--- config.mk ---
export PLATFORM = sky130hd
export DESIGN_NAME = arm_cp15_mpu_protection_unit
export DESIGN_NICKNAME = d
export VERILOG_FILES = /design/src/rtl/core/cp15_pkg.sv /design/src/rtl/core/cp15_queue.sv /design/src/rtl/core/cp15_exec.sv /design/src/rtl/core/arm_cp15_mpu_protection_unit.sv
export SDC_FILE = /design/constraint.sdc
export NUM_CORES = 2
export LEC_CHECK = 0
export ABC_AREA = 0
export BUFFER_PORTS_ARGS = -buffer_cell sky130_fd_sc_hd__buf_2
export CORE_ASPECT_RATIO = 0.9
export CORE_MARGIN = 10
export CORE_UTILIZATION = 55
export DETAILED_ROUTE_END_ITERATION = 6
export PLACE_DENSITY = 0.7
export RECOVER_POWER = 50
export SYNTH_ARGS = -nofsm -noshare
export SYNTH_HDL_FRONTEND = slang
export SYNTH_HIERARCHICAL = 1
export SYNTH_SLANG_ARGS = --single-unit
--- constraint.sdc ---
create_clock -name clock -period 21.3 [get_ports clock]
set_input_delay 0 -clock clock [delete_from_list [all_inputs] [get_ports clock]]
set_output_delay 0 -clock clock [all_outputs]
set_load 0.01 [all_outputs]
--- src/rtl/core/cp15_pkg.sv ---
// shared types and constants for the cp15 protection unit
// no dependencies
`timescale 1ns / 1ps
package cp15_pkg;
   localparam int NumRegionsDefault = 8;
   localparam logic [31:0] IdCode = 32'h41059461;
   localparam logic [31:0] CacheType = 32'h0F0D2112;
   localparam logic [31:0] TcmSize = 32'h00140180;
   localparam logic [31:0] CtrlMask = 32'h000FF085;
   localparam logic [31:0] CtrlForce = 32'h00000078;
   localparam logic [31:0] DtcmMask = 32'h0FFFF000;
   localparam logic [4:0] SizeAll = 5'h1F;
   localparam logic [31:0] DenySet = 32'hFFFFFFFF;
   localparam logic [31:0] PermReset = 32'h22222222;
   localparam logic [31:0] CtrlReset = 32'h00012078;
   localparam logic [31:0] DtcmReset = 32'h0080000A;
   localparam logic [31:0] ItcmReset = 32'h0000000C;

   typedef enum logic [1:0] {
      OP_READ = 2'd0, OP_WRITE = 2'd1, OP_CHECK = 2'd2, OP_NONE = 2'd3
   } op_type;

   typedef struct packed {
      op_type      op;
      logic [3:0]  crn;
      logic [3:0]  crm;
      logic [2:0]  opc_one;
      logic [2:0]  opc_two;
      logic [31:0] write_data;
      logic [31:0] check_address;
      logic [2:0]  access_kind;
      logic        user_mode;
   } req_type;

   typedef struct packed {
      logic [31:0] read_data;
      logic        ok;
      logic        wait_irq;
   } rsp_type;
endpackage

--- src/rtl/core/cp15_queue.sv ---
// two-entry request queue between front and back
// depends on cp15_pkg
`timescale 1ns / 1ps
module cp15_queue (
   input  logic              clock,
   input  logic              reset,
   input  logic              in_valid,
   output logic              in_ready,
   input  cp15_pkg::req_type in_data,
   output logic              out_valid,
   input  logic              out_ready,
   output cp15_pkg::req_type out_data
);
   import cp15_pkg::*;
   req_type    mem_ff [2];
   logic       wp_ff, rp_ff, wp_in, rp_in;
   logic [1:0] cnt_ff, cnt_in;
   logic       push, pop;

   assign in_ready  = cnt_ff != 2'd2;
   assign out_valid = cnt_ff != 2'd0;
   assign out_data  = mem_ff[rp_ff];
   assign push = in_valid && in_ready;
   assign pop  = out_valid && out_ready;

   always_comb begin
      wp_in  = push ? ~wp_ff : wp_ff;
      rp_in  = pop ? ~rp_ff : rp_ff;
      cnt_in = cnt_ff + {1'b0, push} - {1'b0, pop};
   end

   always_ff @(posedge clock) begin
      if (reset) begin
         wp_ff <= 1'b0; rp_ff <= 1'b0; cnt_ff <= 2'd0;
      end else begin
         wp_ff <= wp_in; rp_ff <= rp_in; cnt_ff <= cnt_in;
      end
   end

   always_ff @(posedge clock) begin
      if (push) mem_ff[wp_ff] <= in_data;
   end
endmodule

--- src/rtl/core/cp15_exec.sv ---
// back end: register file, region tables, checks and result register
// depends on cp15_pkg
`timescale 1ns / 1ps
module cp15_exec #(
   parameter int NUM_REGIONS = cp15_pkg::NumRegionsDefault
) (
   input  logic              clock,
   input  logic              reset,
   input  logic              in_valid,
   output logic              in_ready,
   input  cp15_pkg::req_type in_data,
   output logic              out_valid,
   input  logic              out_ready,
   output cp15_pkg::rsp_type out_data
);
   import cp15_pkg::*;
   localparam int IdxW = (NUM_REGIONS > 1) ? $clog2(NUM_REGIONS) : 1;
   logic [31:0] ctrl_ff, dcfg_ff, icfg_ff, wbuf_ff, dperm_ff, iperm_ff;
   logic [31:0] dlock_ff, ilock_ff, dtcm_ff, itcm_ff;
   logic [31:0] region_ff [NUM_REGIONS];
   logic [31:0] mask_ff [6][NUM_REGIONS];
   logic [31:0] set_ff  [6][NUM_REGIONS];
   logic        dirty_ff;
   logic        vld_ff;
   rsp_type     rsp_ff, rsp_in;
   logic        take, rd_ok, wr_ok, wfi, chk_ok, rec;
   logic [31:0] rd_val;
   logic        reg_hit;
   logic [2:0]  crm_idx;
   logic [2:0]  o1, o2;
   logic [3:0]  crm;

   // a protection write holds off the next request while the tables update
   assign in_ready  = (!vld_ff || out_ready) && !dirty_ff;
   assign out_valid = vld_ff;
   assign out_data  = rsp_ff;
   assign take = in_valid && in_ready;
   assign o1 = in_data.opc_one;
   assign o2 = in_data.opc_two;
   assign crm = in_data.crm;
   assign crm_idx = crm[2:0];
   assign reg_hit = {1'b0, crm} < 5'(NUM_REGIONS);

   always_comb begin
      rd_ok = 1'b0; rd_val = '0;
      case (in_data.crn)
         4'd0: begin
            rd_ok = o1 == 3'd0 && crm == 4'd0;
            rd_val = o2 == 3'd1 ? CacheType : o2 == 3'd2 ? TcmSize : IdCode;
         end
         4'd1: begin rd_ok = o1 == 0 && o2 == 0 && crm == 0; rd_val = ctrl_ff; end
         4'd2: begin
            rd_ok = o1 == 0 && crm == 0 && o2 <= 3'd1;
            rd_val = o2[0] ? icfg_ff : dcfg_ff;
         end
         4'd3: begin rd_ok = o1 == 0 && o2 == 0 && crm == 0; rd_val = wbuf_ff; end
         4'd5: begin
            rd_ok = o1 == 0 && crm == 0 && (o2 == 3'd2 || o2 == 3'd3);
            rd_val = o2 == 3'd2 ? dperm_ff : iperm_ff;
         end
         4'd6: begin
            rd_ok = o1 == 0 && o2 == 0 && reg_hit;
            rd_val = region_ff[crm_idx[IdxW-1:0]];
         end
         4'd9: begin
            rd_ok = o1 == 0 && crm <= 4'd1 && o2 <= 3'd1;
            rd_val = crm[0] ? (o2[0] ? itcm_ff : dtcm_ff) : (o2[0] ? ilock_ff : dlock_ff);
         end
         default: ;
      endcase
   end

   always_comb begin
      wr_ok = 1'b0; wfi = 1'b0; rec = 1'b0;
      case (in_data.crn)
         4'd1: wr_ok = o1 == 0 && o2 == 0 && crm == 0;
         4'd2: wr_ok = o1 == 0 && crm == 0 && o2 <= 3'd1;
         4'd3: wr_ok = o1 == 0 && o2 == 0 && crm == 0;
         4'd5: begin wr_ok = o1 == 0 && crm == 0 && (o2 == 3'd2 || o2 == 3'd3); rec = 1'b1; end
         4'd6: begin wr_ok = o1 == 0 && o2 == 0 && reg_hit; rec = 1'b1; end
         4'd7: begin wr_ok = o1 == 0 && crm == 0 && o2 == 3'd4; wfi = wr_ok; end
         4'd9: wr_ok = o1 == 0 && crm <= 4'd1 && o2 <= 3'd1;
         default: ;
      endcase
   end

   always_comb begin
      chk_ok = !ctrl_ff[0];
      if (ctrl_ff[0] && in_data.access_kind <= 3'd5) begin
         for (int r = 0; r < NUM_REGIONS; r++) begin
            if ((in_data.check_address & mask_ff[in_data.access_kind][r])
                == set_ff[in_data.access_kind][r]) chk_ok = 1'b1;
         end
      end
   end

   logic do_wr;
   assign do_wr = take && in_data.op == OP_WRITE && !in_data.user_mode && wr_ok;

   always_comb begin
      rsp_in = '0;
      case (in_data.op)
         OP_READ: if (!in_data.user_mode && rd_ok) begin
            rsp_in.ok = 1'b1; rsp_in.read_data = rd_val;
         end
         OP_WRITE: if (!in_data.user_mode && wr_ok) begin
            rsp_in.ok = 1'b1; rsp_in.wait_irq = wfi;
         end
         OP_CHECK: rsp_in.ok = chk_ok;
         default: ;
      endcase
   end

   always_ff @(posedge clock) begin
      if (reset) begin
         vld_ff <= 1'b0; dirty_ff <= 1'b0;
      end else begin
         if (take) vld_ff <= 1'b1;
         else if (out_ready) vld_ff <= 1'b0;
         dirty_ff <= do_wr && rec;
      end
      if (take) rsp_ff <= rsp_in;
   end

   always_ff @(posedge clock) begin
      if (reset) begin
         ctrl_ff <= CtrlReset; dcfg_ff <= '0; icfg_ff <= '0; wbuf_ff <= '0;
         dperm_ff <= PermReset; iperm_ff <= PermReset; dlock_ff <= '0;
         ilock_ff <= '0; dtcm_ff <= DtcmReset; itcm_ff <= ItcmReset;
         for (int r = 0; r < NUM_REGIONS; r++) region_ff[r] <= '0;
      end else if (do_wr) begin
         case (in_data.crn)
            4'd1: ctrl_ff <= (in_data.write_data & CtrlMask) | CtrlForce;
            4'd2: if (o2[0]) icfg_ff <= in_data.write_data; else dcfg_ff <= in_data.write_data;
            4'd3: wbuf_ff <= in_data.write_data;
            4'd5: if (o2 == 3'd2) dperm_ff <= in_data.write_data;
                  else iperm_ff <= in_data.write_data;
            4'd6: region_ff[crm_idx[IdxW-1:0]] <= in_data.write_data;
            4'd9: if (crm[0]) begin
                     if (o2[0]) itcm_ff <= in_data.write_data;
                     else dtcm_ff <= in_data.write_data & DtcmMask;
                  end else begin
                     if (o2[0]) ilock_ff <= in_data.write_data;
                     else dlock_ff <= in_data.write_data;
                  end
            default: ;
         endcase
      end
   end

   // table rebuild, in the cycle after the register update
   always_ff @(posedge clock) begin
      if (reset) begin
         for (int k = 0; k < 6; k++)
            for (int r = 0; r < NUM_REGIONS; r++) begin
               mask_ff[k][r] <= '0; set_ff[k][r] <= '0;
            end
      end else if (dirty_ff) begin
         for (int r = 0; r < NUM_REGIONS; r++) begin
            logic [31:0] m, s, rg;
            logic [3:0]  dp, ip;
            logic [5:0]  allow;
            rg = region_ff[r];
            dp = dperm_ff[4*r +: 4];
            ip = iperm_ff[4*r +: 4];
            m = '0; s = DenySet;
            if (rg[0]) begin
               if (rg[5:1] == SizeAll) s = '0;
               else begin
                  m = ~((32'd2 << rg[5:1]) - 32'd1) & 32'hFFFFF000;
                  s = rg & m;
               end
            end
            case (dp)
               4'd1: allow[3:0] = 4'b1010;
               4'd2: allow[3:0] = 4'b1110;
               4'd3: allow[3:0] = 4'b1111;
               4'd5: allow[3:0] = 4'b1000;
               4'd6: allow[3:0] = 4'b1100;
               default: allow[3:0] = 4'b0000;
            endcase
            allow[4] = ip == 4'd2 || ip == 4'd3 || ip == 4'd6;
            allow[5] = allow[4] || ip == 4'd1;
            for (int k = 0; k < 6; k++) begin
               if (k < 4 || ip != 4'd5) begin
                  mask_ff[k][r] <= allow[k] ? m : '0;
                  set_ff[k][r]  <= allow[k] ? s : DenySet;
               end
            end
         end
      end
   end
endmodule

--- src/rtl/core/arm_cp15_mpu_protection_unit.sv ---
// top level of the cp15 register file and protection unit
// depends on cp15_pkg, cp15_queue, cp15_exec
//
//   channel | direction | handshake          | payload
//   req_    | in        | req_valid/ready    | cp15_pkg::req_type
//   rsp_    | out       | rsp_valid/ready    | cp15_pkg::rsp_type
//
// one item per cycle unless held: queue, then back end into its result register
// a write to crn 5 or 6 holds the back end while the tables rebuild
// reset is synchronous and active high; tables come up zero, allowing all accesses
// a stalled result holds the back end; the queue keeps taking transfers until full
`timescale 1ns / 1ps
module arm_cp15_mpu_protection_unit #(
   parameter int NUM_REGIONS = cp15_pkg::NumRegionsDefault
) (
   input  logic              clock,
   input  logic              reset,
   input  logic              req_valid,
   output logic              req_ready,
   input  cp15_pkg::req_type req_data,
   output logic              rsp_valid,
   input  logic              rsp_ready,
   output cp15_pkg::rsp_type rsp_data
);
   import cp15_pkg::*;
   req_type q_data;
   logic    q_valid, q_ready;

   // front queue decouples the request side from the back end
   cp15_queue u_queue (
      .clock(clock), .reset(reset),
      .in_valid(req_valid), .in_ready(req_ready), .in_data(req_data),
      .out_valid(q_valid), .out_ready(q_ready), .out_data(q_data)
   );

   // back end executes in order and registers the result
   cp15_exec #(.NUM_REGIONS(NUM_REGIONS)) u_exec (
      .clock(clock), .reset(reset),
      .in_valid(q_valid), .in_ready(q_ready), .in_data(q_data),
      .out_valid(rsp_valid), .out_ready(rsp_ready), .out_data(rsp_data)
   );
endmodule

==> impl_metrics.yaml <==
outcome:
  outcome: "finished with violations"
  violations: "DRC, capacitance limit, slew limit"
global_routing:
  antenna_found_initial: 49
  grt_pass1_vias: 79750
  grt_usage_pct: 31.56
  overflow: 0
  grt_pass1_wl_um: 554400
  grt_max_degree: 201
worst_hold_path:
  hold_path_class: "input port to flop"
  hold_path_startpoint: "req_valid"
sta:
  max_freq_ghz: 0.07217
  relSlewSlack_pct: -577.4
  fin_crit_sh_pct: 65.05
  rsz0062_at_grt: "no"
  slew_viol_final: 1998
  setup_violations: 0
  final_hold_viol_count: 0
  skew_ns: 0.08646
  tns_ns: 0
  period_needed_ns: 13.86
  worstMarginPinSlew_ns: 10.16
die:
  rows: 164
  die_area_mm2: 0.2414
  dieHeight_um: 467.2
  design.core.area_mm2: 0.2214
  die_w_um: 516.8
  initial_core_util_pct: 55.19
  ios: 124
cts:
  cts-hold-fix-buffers: 150
  clk_latency_ns: 0.96
  numCtsBuffers: 289
  cts_max_level: 5
  cts_root_buffer: "clkbuf_16"
  cts_resized: 0
  postCtsSetupBuffers: 0
  cts_sinks: 2693
  clk_pin_slew_ns: 0.07
  ctsLongestPathBuffers: 4
  cts_tree: "done"
job:
  cap_violations: 40
placement:
  dp_hpwl_um: 243800
  gp_congestion: 0.9626
  dpl_cell_area_mm2: 0.1242
  numPortBuffers: 111
synthesis:
  yosys_warnings: 6
  syn_area_mm2: 0.1222
  syn_area_per_cell_um2: 12.41
  postSynthCellCount: 9847
  syn-num-nets: 9937
critical_path:
  worstPathRequired_ns: 21.84
  r2r_start: "u_exec/dirty_ff"
  crit_start: "u_exec/dirty_ff"
  critPathCaptureType: "flop"
  worstPathArrival_ns: 14.40
  path_max_fanout: 200
  worstSetupStartpointType: "flop"
  worstSetupPathType: "flop to flop"
routing:
  wl_per_cell_um: 30.26
  ant_nets: 0
  wl_met3_um: 59710
  wl_met1_um: 139900
  dr_total_vias: 84690
  drc: 2
  dr.pass1.iters: 7
  highest_layer: "met5"
  drtIter0Drc: 13980
  via_per_inst: 6.531
  wl_um: 392400
  wl_met2_um: 165300
cells_and_area:
  final_area_mm2: 0.1341
  areaGrowthSynthToFinish_pct: 9.784
  nNetsFinal: 9928
  layout-drive-gt1-share_pct: 10.95
power_and_ir_drop:
  p_leak_nw: 52.70
  power_w: 0.01429
  cellPowerDensity_mw_per_mm2: 106.5
  ir_worst_vdd_mv: 0.09658
-- through the flow --
step / cells / hold WS, ns / worst slack, ns / utilization (%)
floorplan: 9847 / 0.07161 / 3.975 / -
global placement: 12300 / 0.1879 / 13.32 / 56.08
detailed placement: 12300 / 0.1912 / 13.34 / 56.08
CTS: 12950 / 0.1368 / 13.30 / 60.72
global route: 12950 / 0.2670 / 6.849 / 60.57
finish: 12970 / 0.2655 / 7.444 / 60.59
-- power breakdown --
group          total (W)  switching [W]  internal (W)  leakage [nW]
clock            0.00479        0.00204       0.00276          4.29
sequential       0.00609       0.000118       0.00598          27.0
combinational    0.00340        0.00228       0.00112          21.4
total             0.0143        0.00444       0.00985          52.7
-- final timing paths --
kind | cells after the start | slack, ns | to
hold reg to reg | 2 | 0.45 | u_exec/dcfg_ff[8]
setup / recovery | 4 | 7.44 | u_exec/set_ff[2][29]
hold / removal | 6 | 0.27 | u_queue/cnt_ff[1]
setup reg to reg | 4 | 7.44 | u_exec/set_ff[2][29]
-- metal layers --
| metal | up-vias | GRT usage (%) |
|---|---|---|
| met5 | - | 0.3176 |
| met4 | 12 | 18.74 |
| met3 | 1119 | 9.959 |
| met2 | 6117 | 44.87 |
| met1 | 41760 | 42.56 |
| li1 | 35690 | - |
-- area by class of cell --
class	count	area, um^2
inverters	80	302.8
repair buffers	443	3271
multi-input cells	6331	40140
clock inverters	114	965.9
flip-flops and latches	2693	77960
well taps	2905	3635
diodes	21	52.55
clock buffers	381	7824
fillers	16840	87260
-- placed cells by master, fill, tap and decap left out, types with 87 or more instances in the layout --
cell,count
o211ai_1,87
nand2_1,1775
mux2i_1,596
a21oi_1,387
clkbuf_16,294
a211oi_1,96
dfxtp_1,290
edfxtp_1,2402
o21ai_0,384
mux4_2,226
xnor2_1,101
and2_1,284
mux2_2,143
nor2_1,1192
nand3_1,222
clkbuf_1,159
buf_4,134
dlygate4sd3_1,150
-- worst max-delay path, stage by stage, from the launching register on --
cell and delay, ns:
dfxtp_1 0.33, clkbuf_1 0.76, or2_0 3.90, clkbuf_1 7.40
buf_12 0.52
-- registers in the layout, summed over array words and instances (netlist names), 2 cells and up, named ones only --
name	flops
u_exec/set_ff	1008
u_exec/mask_ff	960
u_exec/region_ff	256
u_queue/mem_ff	144
u_exec/out_data	34
u_exec/dcfg_ff	32
u_exec/dlock_ff	32
u_exec/dperm_ff	32
u_exec/icfg_ff	32
u_exec/ilock_ff	32
u_exec/iperm_ff	32
u_exec/itcm_ff	32
u_exec/wbuf_ff	32
u_exec/dtcm_ff	17
u_exec/ctrl_ff	11
u_queue/cnt_ff	2
Power figures use the tool's default switching activity.
